[src/hw/rtl/bbg_pkg.sv]
// bbg_pkg: shared types and constants for the butterworth bin gain block
// command and status structs between controller and datapath, register indexes
// no dependencies
package bbg_pkg;

    localparam int CNT_W  = 7;
    localparam int IDX_W  = 3;
    localparam int DATA_W = 32;

    localparam logic [IDX_W-1:0] REG_TYPE  = 3'd0;
    localparam logic [IDX_W-1:0] REG_ORDER = 3'd1;
    localparam logic [IDX_W-1:0] REG_WIN   = 3'd2;
    localparam logic [IDX_W-1:0] REG_HCUT  = 3'd3;
    localparam logic [IDX_W-1:0] REG_LCUT  = 3'd4;
    localparam logic [IDX_W-1:0] REG_BW    = 3'd5;

    localparam logic [1:0] TYPE_HP = 2'd0;
    localparam logic [1:0] TYPE_LP = 2'd1;
    localparam logic [1:0] TYPE_BP = 2'd2;
    localparam logic [1:0] TYPE_BR = 2'd3;

    localparam logic [47:0] ACC_MAX = 48'hFFFF_FFFF_FFFF;

    typedef struct packed {
        logic load;       // capture item, set up mirror modulo
        logic neg_save;   // mirror address from modulo remainder
        logic divq_init;  // start ratio division
        logic div_step;
        logic pow_init;
        logic pow_step;
        logic divs_init;  // start 1/(1+p) or p/(1+p) division
        logic sqrt_init;
        logic sqrt_step;
        logic mul;        // bandwidth term
        logic acc;
        logic out_load;
    } t_cmd;

    typedef struct packed {
        logic [CNT_W-1:0] pow_last;  // 2n-2
    } t_sts;

endpackage

[src/hw/rtl/butterworth_bin_gain_top.sv]
// butterworth bin gain: Butterworth magnitude for one frequency bin per item
//
// input channel: i_in_valid / o_in_stall carry i_bin_index and i_first_bin.
// output channel: o_out_valid / i_out_stall carry o_gain (Q1.16), o_pos_index,
// o_neg_index (mirror address) and o_bandwidth_sum (saturating Q32.16 sum of
// gain times bin width; i_first_bin clears it before the bin is added).
// config: i_cfg_we writes i_cfg_data into register i_cfg_index (0 type, 1 order,
// 2 window, 3 high cut, 4 low cut, 5 bin width); write only while idle.
// one item at a time: from acceptance to the result being loaded, the item passes
// the bit-serial divider run three times (window modulo, ratio, 1/(1+p) or
// p/(1+p)), the 2n-1 step power multiply (n = clamped order) and the 17-step
// square root. the next item is taken the cycle after the result is
// loaded, even while that result waits on a stalled receiver.
// a finished result waits in its phase until the output register is free.
// reset: registers return to lowpass, order 4, window 1024, high cut 1.0,
// low cut 256.0, bin width 1.0 Hz; the bandwidth sum is cleared.
module butterworth_bin_gain_top #(
    parameter int WINDOW_MAX = 65536,
    parameter int ORDER_MAX  = 16
) (
    input  logic                         i_clk,
    input  logic                         i_rst_n,
    input  logic                         i_cfg_we,
    input  logic [bbg_pkg::IDX_W-1:0]    i_cfg_index,
    input  logic [bbg_pkg::DATA_W-1:0]   i_cfg_data,
    input  logic                         i_in_valid,
    output logic                         o_in_stall,
    input  logic [14:0]                  i_bin_index,
    input  logic                         i_first_bin,
    output logic                         o_out_valid,
    input  logic                         i_out_stall,
    output logic [16:0]                  o_gain,
    output logic [14:0]                  o_pos_index,
    output logic [15:0]                  o_neg_index,
    output logic [47:0]                  o_bandwidth_sum
);

    bbg_pkg::t_cmd cmd;
    bbg_pkg::t_sts sts;

    bbg_ctrl u_ctrl (
        .i_clk       (i_clk),
        .i_rst_n     (i_rst_n),
        .i_in_valid  (i_in_valid),
        .o_in_stall  (o_in_stall),
        .o_out_valid (o_out_valid),
        .i_out_stall (i_out_stall),
        .i_sts       (sts),
        .o_cmd       (cmd)
    );

    bbg_dp #(
        .WINDOW_MAX (WINDOW_MAX),
        .ORDER_MAX  (ORDER_MAX)
    ) u_dp (
        .i_clk           (i_clk),
        .i_rst_n         (i_rst_n),
        .i_cfg_we        (i_cfg_we),
        .i_cfg_index     (i_cfg_index),
        .i_cfg_data      (i_cfg_data),
        .i_bin_index     (i_bin_index),
        .i_first_bin     (i_first_bin),
        .i_cmd           (cmd),
        .o_sts           (sts),
        .o_gain          (o_gain),
        .o_pos_index     (o_pos_index),
        .o_neg_index     (o_neg_index),
        .o_bandwidth_sum (o_bandwidth_sum)
    );

endmodule

[src/hw/rtl/bbg_ctrl.sv]
// bbg_ctrl: sequencer for the butterworth bin gain block
// steps the shared divider, power loop and square root; uses bbg_pkg
module bbg_ctrl (
    input  logic            i_clk,
    input  logic            i_rst_n,
    input  logic            i_in_valid,
    output logic            o_in_stall,
    output logic            o_out_valid,
    input  logic            i_out_stall,
    input  bbg_pkg::t_sts   i_sts,
    output bbg_pkg::t_cmd   o_cmd
);

    localparam logic [3:0] S_IDLE  = 4'd0;
    localparam logic [3:0] S_MOD   = 4'd1;
    localparam logic [3:0] S_NEGQ  = 4'd2;
    localparam logic [3:0] S_DIVQ  = 4'd3;
    localparam logic [3:0] S_POWI  = 4'd4;
    localparam logic [3:0] S_POW   = 4'd5;
    localparam logic [3:0] S_DIVSI = 4'd6;
    localparam logic [3:0] S_DIVS  = 4'd7;
    localparam logic [3:0] S_SQI   = 4'd8;
    localparam logic [3:0] S_SQRT  = 4'd9;
    localparam logic [3:0] S_MUL   = 4'd10;
    localparam logic [3:0] S_ACC   = 4'd11;
    localparam logic [3:0] S_DONE  = 4'd12;

    localparam logic [bbg_pkg::CNT_W-1:0] MOD_LAST  = 7'd14;
    localparam logic [bbg_pkg::CNT_W-1:0] DIV_LAST  = 7'd30;
    localparam logic [bbg_pkg::CNT_W-1:0] SQRT_LAST = 7'd16;

    logic [3:0]                 r_state, n_state;
    logic [bbg_pkg::CNT_W-1:0]  r_cnt, n_cnt;
    logic                       r_out_valid, n_out_valid;
    logic                       out_free;
    bbg_pkg::t_cmd              cmd;

    assign out_free    = !r_out_valid || !i_out_stall;
    assign o_in_stall  = (r_state != S_IDLE);
    assign o_out_valid = r_out_valid;
    assign o_cmd       = cmd;

    always_comb begin
        n_state     = r_state;
        n_cnt       = r_cnt + 7'd1;
        n_out_valid = r_out_valid && i_out_stall;
        cmd         = '0;
        case (r_state)
            S_IDLE: begin
                n_cnt = '0;
                if (i_in_valid) begin
                    cmd.load = 1'b1;
                    n_state  = S_MOD;
                end
            end
            S_MOD: begin
                cmd.div_step = 1'b1;
                if (r_cnt == MOD_LAST) begin
                    n_state = S_NEGQ;
                    n_cnt   = '0;
                end
            end
            S_NEGQ: begin
                cmd.neg_save  = 1'b1;
                cmd.divq_init = 1'b1;
                n_state       = S_DIVQ;
                n_cnt         = '0;
            end
            S_DIVQ: begin
                cmd.div_step = 1'b1;
                if (r_cnt == DIV_LAST) begin
                    n_state = S_POWI;
                    n_cnt   = '0;
                end
            end
            S_POWI: begin
                cmd.pow_init = 1'b1;
                n_state      = S_POW;
                n_cnt        = '0;
            end
            S_POW: begin
                cmd.pow_step = 1'b1;
                if (r_cnt == i_sts.pow_last) begin
                    n_state = S_DIVSI;
                    n_cnt   = '0;
                end
            end
            S_DIVSI: begin
                cmd.divs_init = 1'b1;
                n_state       = S_DIVS;
                n_cnt         = '0;
            end
            S_DIVS: begin
                cmd.div_step = 1'b1;
                if (r_cnt == DIV_LAST) begin
                    n_state = S_SQI;
                    n_cnt   = '0;
                end
            end
            S_SQI: begin
                cmd.sqrt_init = 1'b1;
                n_state       = S_SQRT;
                n_cnt         = '0;
            end
            S_SQRT: begin
                cmd.sqrt_step = 1'b1;
                if (r_cnt == SQRT_LAST) begin
                    n_state = S_MUL;
                    n_cnt   = '0;
                end
            end
            S_MUL: begin
                cmd.mul = 1'b1;
                n_state = S_ACC;
                n_cnt   = '0;
            end
            S_ACC: begin
                cmd.acc = 1'b1;
                n_state = S_DONE;
                n_cnt   = '0;
            end
            S_DONE: begin
                n_cnt = '0;
                if (out_free) begin
                    cmd.out_load = 1'b1;
                    n_out_valid  = 1'b1;
                    n_state      = S_IDLE;
                end
            end
            default: begin
                n_state = S_IDLE;
                n_cnt   = '0;
            end
        endcase
    end

    always_ff @(posedge i_clk) begin
        if (!i_rst_n) begin
            r_state     <= S_IDLE;
            r_cnt       <= '0;
            r_out_valid <= 1'b0;
        end else begin
            r_state     <= n_state;
            r_cnt       <= n_cnt;
            r_out_valid <= n_out_valid;
        end
    end

`ifndef ASSERT_OFF
    a_accept_blocks: assert property (@(posedge i_clk) disable iff (!i_rst_n)
        i_in_valid && !o_in_stall |=> o_in_stall)
        else $error("item accepted but next item not held off");
    a_valid_from_done: assert property (@(posedge i_clk) disable iff (!i_rst_n)
        $rose(r_out_valid) |-> $past(r_state) == S_DONE)
        else $error("result shown without finishing the sequence");
    a_cnt_cleared: assert property (@(posedge i_clk) disable iff (!i_rst_n)
        r_state != $past(r_state) |-> r_cnt == '0)
        else $error("step counter not cleared on phase change");
`endif

endmodule

[src/hw/rtl/bbg_dp.sv]
// bbg_dp: datapath of the butterworth bin gain block
// config registers, shared restoring divider, power multiplier, square root,
// bandwidth accumulator and output register; uses bbg_pkg
module bbg_dp #(
    parameter int WINDOW_MAX = 65536,
    parameter int ORDER_MAX  = 16
) (
    input  logic                         i_clk,
    input  logic                         i_rst_n,
    input  logic                         i_cfg_we,
    input  logic [bbg_pkg::IDX_W-1:0]    i_cfg_index,
    input  logic [bbg_pkg::DATA_W-1:0]   i_cfg_data,
    input  logic [14:0]                  i_bin_index,
    input  logic                         i_first_bin,
    input  bbg_pkg::t_cmd                i_cmd,
    output bbg_pkg::t_sts                o_sts,
    output logic [16:0]                  o_gain,
    output logic [14:0]                  o_pos_index,
    output logic [15:0]                  o_neg_index,
    output logic [47:0]                  o_bandwidth_sum
);

    localparam logic [20:0] WMAX = 21'(WINDOW_MAX);
    localparam logic [6:0]  OMAX = 7'(ORDER_MAX);

    // configuration
    logic [1:0]  r_type;
    logic [4:0]  r_order;
    logic [16:0] r_win;
    logic [23:0] r_hcut;
    logic [23:0] r_lcut;
    logic [31:0] r_bw;

    always_ff @(posedge i_clk) begin
        if (!i_rst_n) begin
            r_type  <= bbg_pkg::TYPE_LP;
            r_order <= 5'd4;
            r_win   <= 17'd1024;
            r_hcut  <= 24'd256;
            r_lcut  <= 24'd65536;
            r_bw    <= 32'd65536;
        end else if (i_cfg_we) begin
            case (i_cfg_index)
                bbg_pkg::REG_TYPE:  r_type  <= i_cfg_data[1:0];
                bbg_pkg::REG_ORDER: r_order <= i_cfg_data[4:0];
                bbg_pkg::REG_WIN:   r_win   <= i_cfg_data[16:0];
                bbg_pkg::REG_HCUT:  r_hcut  <= i_cfg_data[23:0];
                bbg_pkg::REG_LCUT:  r_lcut  <= i_cfg_data[23:0];
                bbg_pkg::REG_BW:    r_bw    <= i_cfg_data;
                default: ;
            endcase
        end
    end

    // clamped order and window
    logic [6:0]  ord_n;
    logic [16:0] nwin;

    always_comb begin
        ord_n = 7'(r_order);
        if (ord_n == 7'd0) begin
            ord_n = 7'd1;
        end
        if (ord_n > OMAX) begin
            ord_n = OMAX;
        end
    end

    assign nwin           = ({4'b0, r_win} > WMAX) ? WMAX[16:0] : r_win;
    assign o_sts.pow_last = 7'((ord_n - 7'd1) << 1);

    // ratio a/b in Q8 bin units, taken as the smaller magnitude over the larger
    logic signed [26:0] iq, hq, lq, a_s, b_s;
    logic [25:0]        ua, ub;

    assign iq = 27'(signed'({1'b0, i_bin_index, 8'b0}));
    assign hq = 27'(signed'({1'b0, r_hcut}));
    assign lq = 27'(signed'({1'b0, r_lcut}));

    always_comb begin
        case (r_type)
            bbg_pkg::TYPE_HP: begin
                a_s = hq;
                b_s = iq;
            end
            bbg_pkg::TYPE_LP: begin
                a_s = iq;
                b_s = lq;
            end
            bbg_pkg::TYPE_BP: begin
                a_s = (iq <<< 1) - lq - hq;
                b_s = lq - hq;
            end
            default: begin
                a_s = lq - hq;
                b_s = (iq <<< 1) - lq - hq;
            end
        endcase
    end

    assign ua = a_s[26] ? 26'(-a_s) : a_s[25:0];
    assign ub = b_s[26] ? 26'(-b_s) : b_s[25:0];

    logic [14:0] r_idx;
    logic        r_first;
    logic        r_zero;
    logic        r_inv;
    logic [25:0] r_num;
    logic [25:0] r_den;
    logic [15:0] r_neg;

    always_ff @(posedge i_clk) begin
        if (i_cmd.load) begin
            r_idx   <= i_bin_index;
            r_first <= i_first_bin;
            r_zero  <= (b_s == '0);
            r_inv   <= (ua > ub);
            r_num   <= (ua > ub) ? ub : ua;
            r_den   <= (ua > ub) ? ua : ub;
        end
    end

    // shared restoring divider, one quotient bit per cycle
    logic [31:0] r_rem;
    logic [30:0] r_low;
    logic [31:0] r_div;
    logic [32:0] div_t;
    logic        div_ge;

    // power loop
    logic [30:0] r_q;
    logic [30:0] r_p;
    logic [61:0] pow_prod;

    assign div_t    = {r_rem, r_low[30]};
    assign div_ge   = (div_t >= {1'b0, r_div});
    assign pow_prod = r_p * r_q;

    always_ff @(posedge i_clk) begin
        if (i_cmd.load) begin
            r_rem <= '0;
            r_low <= {i_bin_index, 16'b0};
            r_div <= 32'(nwin);
        end else if (i_cmd.divq_init) begin
            r_rem <= 32'(r_num[25:1]);
            r_low <= {r_num[0], 30'b0};
            r_div <= 32'(r_den);
        end else if (i_cmd.divs_init) begin
            r_div <= 32'h4000_0000 + 32'(r_p);
            if (r_inv) begin
                r_rem <= 32'(r_p[30:1]);
                r_low <= {r_p[0], 30'b0};
            end else begin
                r_rem <= 32'h2000_0000;
                r_low <= '0;
            end
        end else if (i_cmd.div_step) begin
            r_rem <= div_ge ? 32'(div_t - {1'b0, r_div}) : div_t[31:0];
            r_low <= {r_low[29:0], div_ge};
        end
    end

    always_ff @(posedge i_clk) begin
        if (i_cmd.neg_save) begin
            if (nwin == '0 || r_rem == '0) begin
                r_neg <= '0;
            end else begin
                r_neg <= 16'(nwin - r_rem[16:0]);
            end
        end
    end

    always_ff @(posedge i_clk) begin
        if (i_cmd.pow_init) begin
            r_q <= r_low;
            r_p <= r_low;
        end else if (i_cmd.pow_step) begin
            r_p <= pow_prod[60:30];
        end
    end

    // square root of 4s, two radicand bits per cycle
    logic [33:0] r_sv;
    logic [19:0] r_srem;
    logic [16:0] r_root;
    logic [19:0] sq_t;
    logic [19:0] sq_trial;

    assign sq_t     = {r_srem[17:0], r_sv[33:32]};
    assign sq_trial = {1'b0, r_root, 2'b01};

    always_ff @(posedge i_clk) begin
        if (i_cmd.sqrt_init) begin
            r_sv   <= {1'b0, r_low, 2'b00};
            r_srem <= '0;
            r_root <= '0;
        end else if (i_cmd.sqrt_step) begin
            r_sv <= {r_sv[31:0], 2'b00};
            if (sq_t >= sq_trial) begin
                r_srem <= sq_t - sq_trial;
                r_root <= {r_root[15:0], 1'b1};
            end else begin
                r_srem <= sq_t;
                r_root <= {r_root[15:0], 1'b0};
            end
        end
    end

    // bandwidth term and saturating sum
    logic [16:0] r_gain;
    logic [32:0] r_term;
    logic [47:0] r_acc;
    logic [16:0] gain_v;
    logic [48:0] bw_prod;
    logic [47:0] acc_base;
    logic [48:0] acc_sum;

    assign gain_v   = r_zero ? 17'd0 : r_root;
    assign bw_prod  = gain_v * r_bw;
    assign acc_base = r_first ? 48'd0 : r_acc;
    assign acc_sum  = {1'b0, acc_base} + 49'(r_term);

    always_ff @(posedge i_clk) begin
        if (i_cmd.mul) begin
            r_gain <= gain_v;
            r_term <= bw_prod[48:16];
        end
    end

    always_ff @(posedge i_clk) begin
        if (!i_rst_n) begin
            r_acc <= '0;
        end else if (i_cmd.acc) begin
            r_acc <= acc_sum[48] ? bbg_pkg::ACC_MAX : acc_sum[47:0];
        end
    end

    // output register
    always_ff @(posedge i_clk) begin
        if (i_cmd.out_load) begin
            o_gain          <= r_gain;
            o_pos_index     <= r_idx;
            o_neg_index     <= r_neg;
            o_bandwidth_sum <= r_acc;
        end
    end

endmodule
[config.mk]
export PLATFORM = sky130hd
export DESIGN_NAME = butterworth_bin_gain_top
export DESIGN_NICKNAME = d
export VERILOG_FILES = /design/src/hw/rtl/bbg_pkg.sv /design/src/hw/rtl/butterworth_bin_gain_top.sv /design/src/hw/rtl/bbg_ctrl.sv /design/src/hw/rtl/bbg_dp.sv
export SDC_FILE = /design/constraint.sdc
export NUM_CORES = 2
export LEC_CHECK = 0
export BUFFER_PORTS_ARGS = -buffer_cell sky130_fd_sc_hd__buf_2
export CORE_ASPECT_RATIO = 0.75
export CORE_UTILIZATION = 41
export DETAILED_ROUTE_END_ITERATION = 8
export GPL_TIMING_DRIVEN = 0
export PLACE_DENSITY = 0.53
export SKIP_CTS_REPAIR_TIMING = 1
export SYNTH_ARGS = -nofsm -noshare
export SYNTH_HDL_FRONTEND = slang
export SYNTH_SLANG_ARGS = --single-unit
[constraint.sdc]
create_clock -name i_clk -period 20.4 [get_ports i_clk]
set_input_delay 4.08 -clock i_clk [delete_from_list [all_inputs] [get_ports i_clk]]
set_output_delay 4.08 -clock i_clk [all_outputs]
set_load 0.01 [all_outputs]
After elaboration in Yosys (flattened, before gate mapping)
Cells that the tools add are included.
- memory bits (read-only): 0
- input bits: 56
- logic and storage cells: 174
- register bits after elaboration: 620
- RAM bits: 0
- memories: 0
- bits in latches: 0
- divide/modulo/power cells: 0
- bitwise logic cells: 0
- multipliers: 2
- shift-type cells: 0
- muxes and demuxes: 59
- $lt $le $gt $ge: 5
- $add $sub $neg: 12
- equality and inequality tests: 30
- reduce and logical (&&, ||, !) cells: 30
- operator list (kind ; number):
    $mux W31 ; 7
    $pmux W27 S3 ; 2
    $mux W26 ; 6
    $mux W32 ; 3
    $mux W48 ; 2
    $mux W33 ; 2
    $mul A31 B31 Y61 ; 1
    $neg A26 Y26 ; 2
    $pmux W4 S13 ; 1
    $mux W17 ; 3
    $sub A24 B24 Y25 ; 2
    $add A48 B33 Y49 ; 1
    $mul A17 B32 Y49 ; 1
    $ge A33 B32 Y1 ; 1
    $add A31 B31 Y32 const A ; 1
    $logic_not A32 Y1 ; 1
    $sub A32 B32 Y32 ; 1
    $mux W30 ; 1
    $mux W4 ; 7
    $mux W7 ; 4
    $pmux W7 S4 ; 1
    $logic_not A27 Y1 ; 1
    $sub A27 B25 Y27 ; 1
    $gt A26 B26 Y1 ; 1
    41 further kinds ; 85

Longest topological paths before layout
- depth in word-level cells: 8
- gate-level depth with buffers: 39

Cells and area by module
Synthesis repeated with hierarchy kept, for this count alone.
- cell total of the unflattened synthesis: 8868
- area total of the unflattened synthesis: 80536.0 um^2
- modules (own cells, without submodules) (module ; sequential area each (um^2) ; cells an instance ; instances ; area an instance (um^2)):
    bbg_dp ; 15745.1 ; 8766 ; 1 ; 79725.2
    bbg_ctrl ; 240.2 ; 102 ; 1 ; 810.8

Worst setup path after synthesis
Ideal clock, no wire load.
- path kind: in2reg
- start: input port i_bin_index[0]
- end: register u_dp.r_den[18] (data pin)
- data arrival time: 10447 ps
- buffers on the path: 2
- stages on the path: 31
- slack: 9694 ps
- cell sequence: ha_1 > and4_1 > a211o_1 > a21o_1 > a21o_1 > nand3_1 > nand2_1 > a21o_1 > a21oi_1 > xnor2_1 > ha_1 > a21oi_1 > o21bai_1 > a2111o_1 > a211oi_1 > or2_2 > xnor2_1 > mux4_2 > nor3_1 > nor4b_4 > a31oi_1 > xnor2_2 > inv_1 > ha_1 > nand4_1 > o21ai_0 > a21oi_1 > a41oi_1 > clkbuf_1 > buf_1 > mux2_2
- cells in the longest elaborated chain, start to end: 7
- elaborated cells on any way between the ends: 10
- those cells by class: add/sub: 4; order compare: 1; mux: 5
- RTL lines (item ; line ; RTL):
    start, declared ; butterworth_bin_gain_top.sv:28 ; input logic [14:0] i_bin_index,
    $sub A24 B24 Y25 ; bbg_dp.sv:91, bbg_dp.sv:96 ;
    $sub A27 B25 Y27 ; bbg_dp.sv:91, bbg_dp.sv:96 ;
    $pmux W27 S3 ; bbg_dp.sv:81 ; case (r_type)
    $neg A26 Y26, on equally long branches ; bbg_dp.sv:101, bbg_dp.sv:102 ;
    $mux W26, on equally long branches ; bbg_dp.sv:101, bbg_dp.sv:102 ;
    $gt A26 B26 Y1 ; bbg_dp.sv:119 ; r_den <= (ua > ub) ? ua : ub;
    $mux W26 * ; bbg_dp.sv:119 ;
    end signal, assigned ; bbg_dp.sv:119 ;
    end, declared ; bbg_dp.sv:109 ; logic [25:0] r_den;
Mark *: on every way between the ends. The rest lies on a longest branch, timed or not.
A chain may end at the register's enable or synchronous reset.

Worst setup path after layout
- start: input port i_bin_index[1]
- end: register u_dp.r_den[2] (data pin)
Same word-level chain as after synthesis.

==> reports/qor.yml <==
coreArea_sq_um: 195000
drc: 4
drive_gt1_frac: 0.0402
finClkSkew_ps: 44.5
clock_sinks: 620
ys_seq_area_frac: 0.198
cap_violations: 0
slew_headroom: 0.0687
path_common_cell: "a21oi_1"
synthArstFlopShare: 0
synth_edf_count: 357
synth-main-ff-cell: "edfxtp_1"
syn-cell-area_sq_um: 80800
cpPeakStageDelay_ps: 460
clock_path_buffers: 3
grt_use_total: 0.291
run_status: "complete, but fails checks"
hold_path.class: "reg2reg"
hold_violations: 0
grt_max_degree: 35
start_util: 0.415
syn-instance-count: 8980
cp-end-kind: "register"
yosysUniqueCellTypes: 88
portBuffers: 152
ant_nets: 0
antenna_found_initial: 16
violations: "design-rule violations"
dp_cells: 11770
period_needed_ps: 11980
ys_seq_elements: 620
tns_ps: 0
routed_via_density: 5.44
syn-num-nets: 10884
crit_path_start: "i_bin_index[1]"
cp-start-kind: "primary input"
area_growth_pct: 8.46
instances_no_fill: 11907
yosys_warnings: 0
grt_pass1_wl_um: 428000
drt_first_pass_iters: 9
die_area_sq_um: 199000
worst_ep_arrival_time_ps: 12480
fmax_mhz: 83.4
r2r_end: "u_dp.r_p[30]"
cp_slowest_cell: "clkbuf_1"
vias: 64818
r2r-start: "u_dp.r_p[11]"
gp_congestion: 0.975
dieWidth_um: 515
drt_wl_total_um: 289000
grt_pass1_vias: 64790
required_ps: 20890
finalCritPeriodShare: 0.587
path_max_fanout: 10
crit_end: "u_dp.r_den[2]"
worstSkewPairLatency_ps: 720
setup_violations: 0
syn_avg_cell_area_sq_um: 9.00
r2r_slack_ps: 9270
num-fill-cells: 19336
grt_setup_unrepaired: "no"
cts_made_buffers: 70
drtIter0Drc: 6865
hpwl_um: 240000
slew_violations: 0
ios: 154
fin_nets: 11121
cts_tree: "done"
clkSlewWorstSetupHoldPaths_ps: 60
die-height_um: 387
tightest_slew_ps: 1400
worstSetupPathType: "in2reg"
htree_levels: 3
root_buffer: "clkbuf_16"
fp-row-count: 140
r2r_cells: 32
overflow: 0
wl_per_cell_um: 24.2
## how the worst min path moves through the flow
stage                                end  cells past startpoint  slack (ps)      startpoint
floorplan                 u_dp.o_gain[0]                      0         400  u_dp.r_gain[0]
global placement     u_dp.o_pos_index[6]                      0         400   u_dp.r_idx[6]
detailed placement  u_dp.o_neg_index[12]                      0         400  u_dp.r_neg[12]
CTS                  u_dp.o_pos_index[1]                      0         380   u_dp.r_idx[1]
global route         u_dp.o_pos_index[0]                      0         410   u_dp.r_idx[0]
finish               u_dp.o_pos_index[1]                      0         390   u_dp.r_idx[1]
## cell usage in the layout, fill, tap and decap left out, drive strengths merged, types with 21 or more instances in the layout
master,instances
o31ai,22
o211ai,24
a221oi,21
dfxtp,263
nand4,37
a21oi,326
nor3,92
xnor2,158
nand3,81
nor2b,84
o21bai,23
inv,1596
edfxtp,357
a21boi,108
clkinv,22
a21o,126
nor4,28
mux2i,92
xor2,90
clkbuf,561
a31oi,51
o22ai,23
and3,45
fa,1287
nand2b,45
o21a,36
nor2,269
a211oi,34
and2,331
buf,186
o21ai,251
ha,561
nand2,1761
## synth_stat cells, drive strengths merged, types with 21 or more instances
cell    instances  area, sq um
a21oi         326         1630
o22ai          23          144
nor2b          84          526
nor2          269         1010
a21o          126          946
and2          331         2070
buf            21         88.8
nor3           92          465
nand4          37          231
a221oi         21          184
o211ai         24          180
inv          1594         5980
clkbuf        463         1740
fa           1287        25800
and3           45          282
nand3          81          405
mux2i          92          921
xor2           90          788
o21ai         251         1260
dfxtp         263         5270
ha            561         7020
xnor2         158         1400
a21boi        108          811
a31oi          51          319
o31ai          22          170
edfxtp        357        10700
nand2b         45          282
nand2        1761         6610
o21bai         23          173
a211oi         34          255
nor4           28          175
o21a           36          270
## per-stage QoR
stage | instance area, sq um | util | hold slack (ps) | setup WS (ps)
floorplan | 80800 | - | 400 | 9690
global placement | 84900 | 0.435 | 405 | 7760
detailed placement | 85100 | 0.437 | 405 | 7700
CTS | 87600 | 0.449 | 385 | 8450
global route | 87700 | 0.450 | 413 | 7970
finish | 87700 | 0.450 | 386 | 8420
## cells by family (layout without fill, tap and decap cells)
logic type | after synthesis | count (layout) | share of synthesized area
buffers and inverters | 2080 | 2374 | 0.0967
AOI/OAI and AO/OA | 1214 | 1214 | 0.0984
muxes | 125 | 125 | 0.0183
adders and majority gates | 1848 | 1848 | 0.406
and+or+nand+nor | 2845 | 2845 | 0.156
other | 0 | 6 | 0
DFF | 620 | 620 | 0.198
xor gates and xnor gates | 248 | 248 | 0.0271
## layout make-up
class | instances | area, sq um | share of cell area
multi-input cells | 6280 | 57100 | 0.651
clock buffers | 98 | 1980 | 0.0226
diodes | 6 | 15.0 | 0.000171
repair buffers | 165 | 1010 | 0.0116
well taps | 2627 | 3290 | 0.0375
flip-flops and latches | 620 | 16000 | 0.182
plain buffers | 484 | 1830 | 0.0209
inverters | 1596 | 5990 | 0.0683
clock inverters | 31 | 502 | 0.00572
## critical path, delay by kind of cell
| family | cells | cell delay (ps) |
|---|---|---|
| and+or+nand+nor | 8 | 1180 |
| buffers and inverters | 6 | 1920 |
| xor gates and xnor gates | 2 | 420 |
| muxes | 1 | 440 |
| adders and majority gates | 3 | 930 |
| AOI/OAI and AO/OA | 17 | 3460 |
## sequential cells by signal, summed over array words and instances, names as in the netlist, 31 cells and up
name / count
u_dp.o_bandwidth_sum: 48
u_dp.r_q: 31
u_dp.r_low: 31
u_dp.r_p: 31
u_dp.r_sv: 32
u_dp.r_div: 32
u_dp.r_rem: 32
u_dp.r_bw: 32
u_dp.r_acc: 48
u_dp.r_term: 33
## routing by layer
layer / wire (um) / GRT usage / vias to the layer above
li1: - / - / 28803
met1: 134000 / 0.442 / 32943
met2: 118000 / 0.412 / 2758
met3: 29800 / 0.0716 / 314
met4: 6740 / 0.0628 / 0
met5: 0 / 0 / -
Power is left out: the tool's default activity adds up to more than one toggle a clock period on the data nets, which glitch-free logic cannot reach.
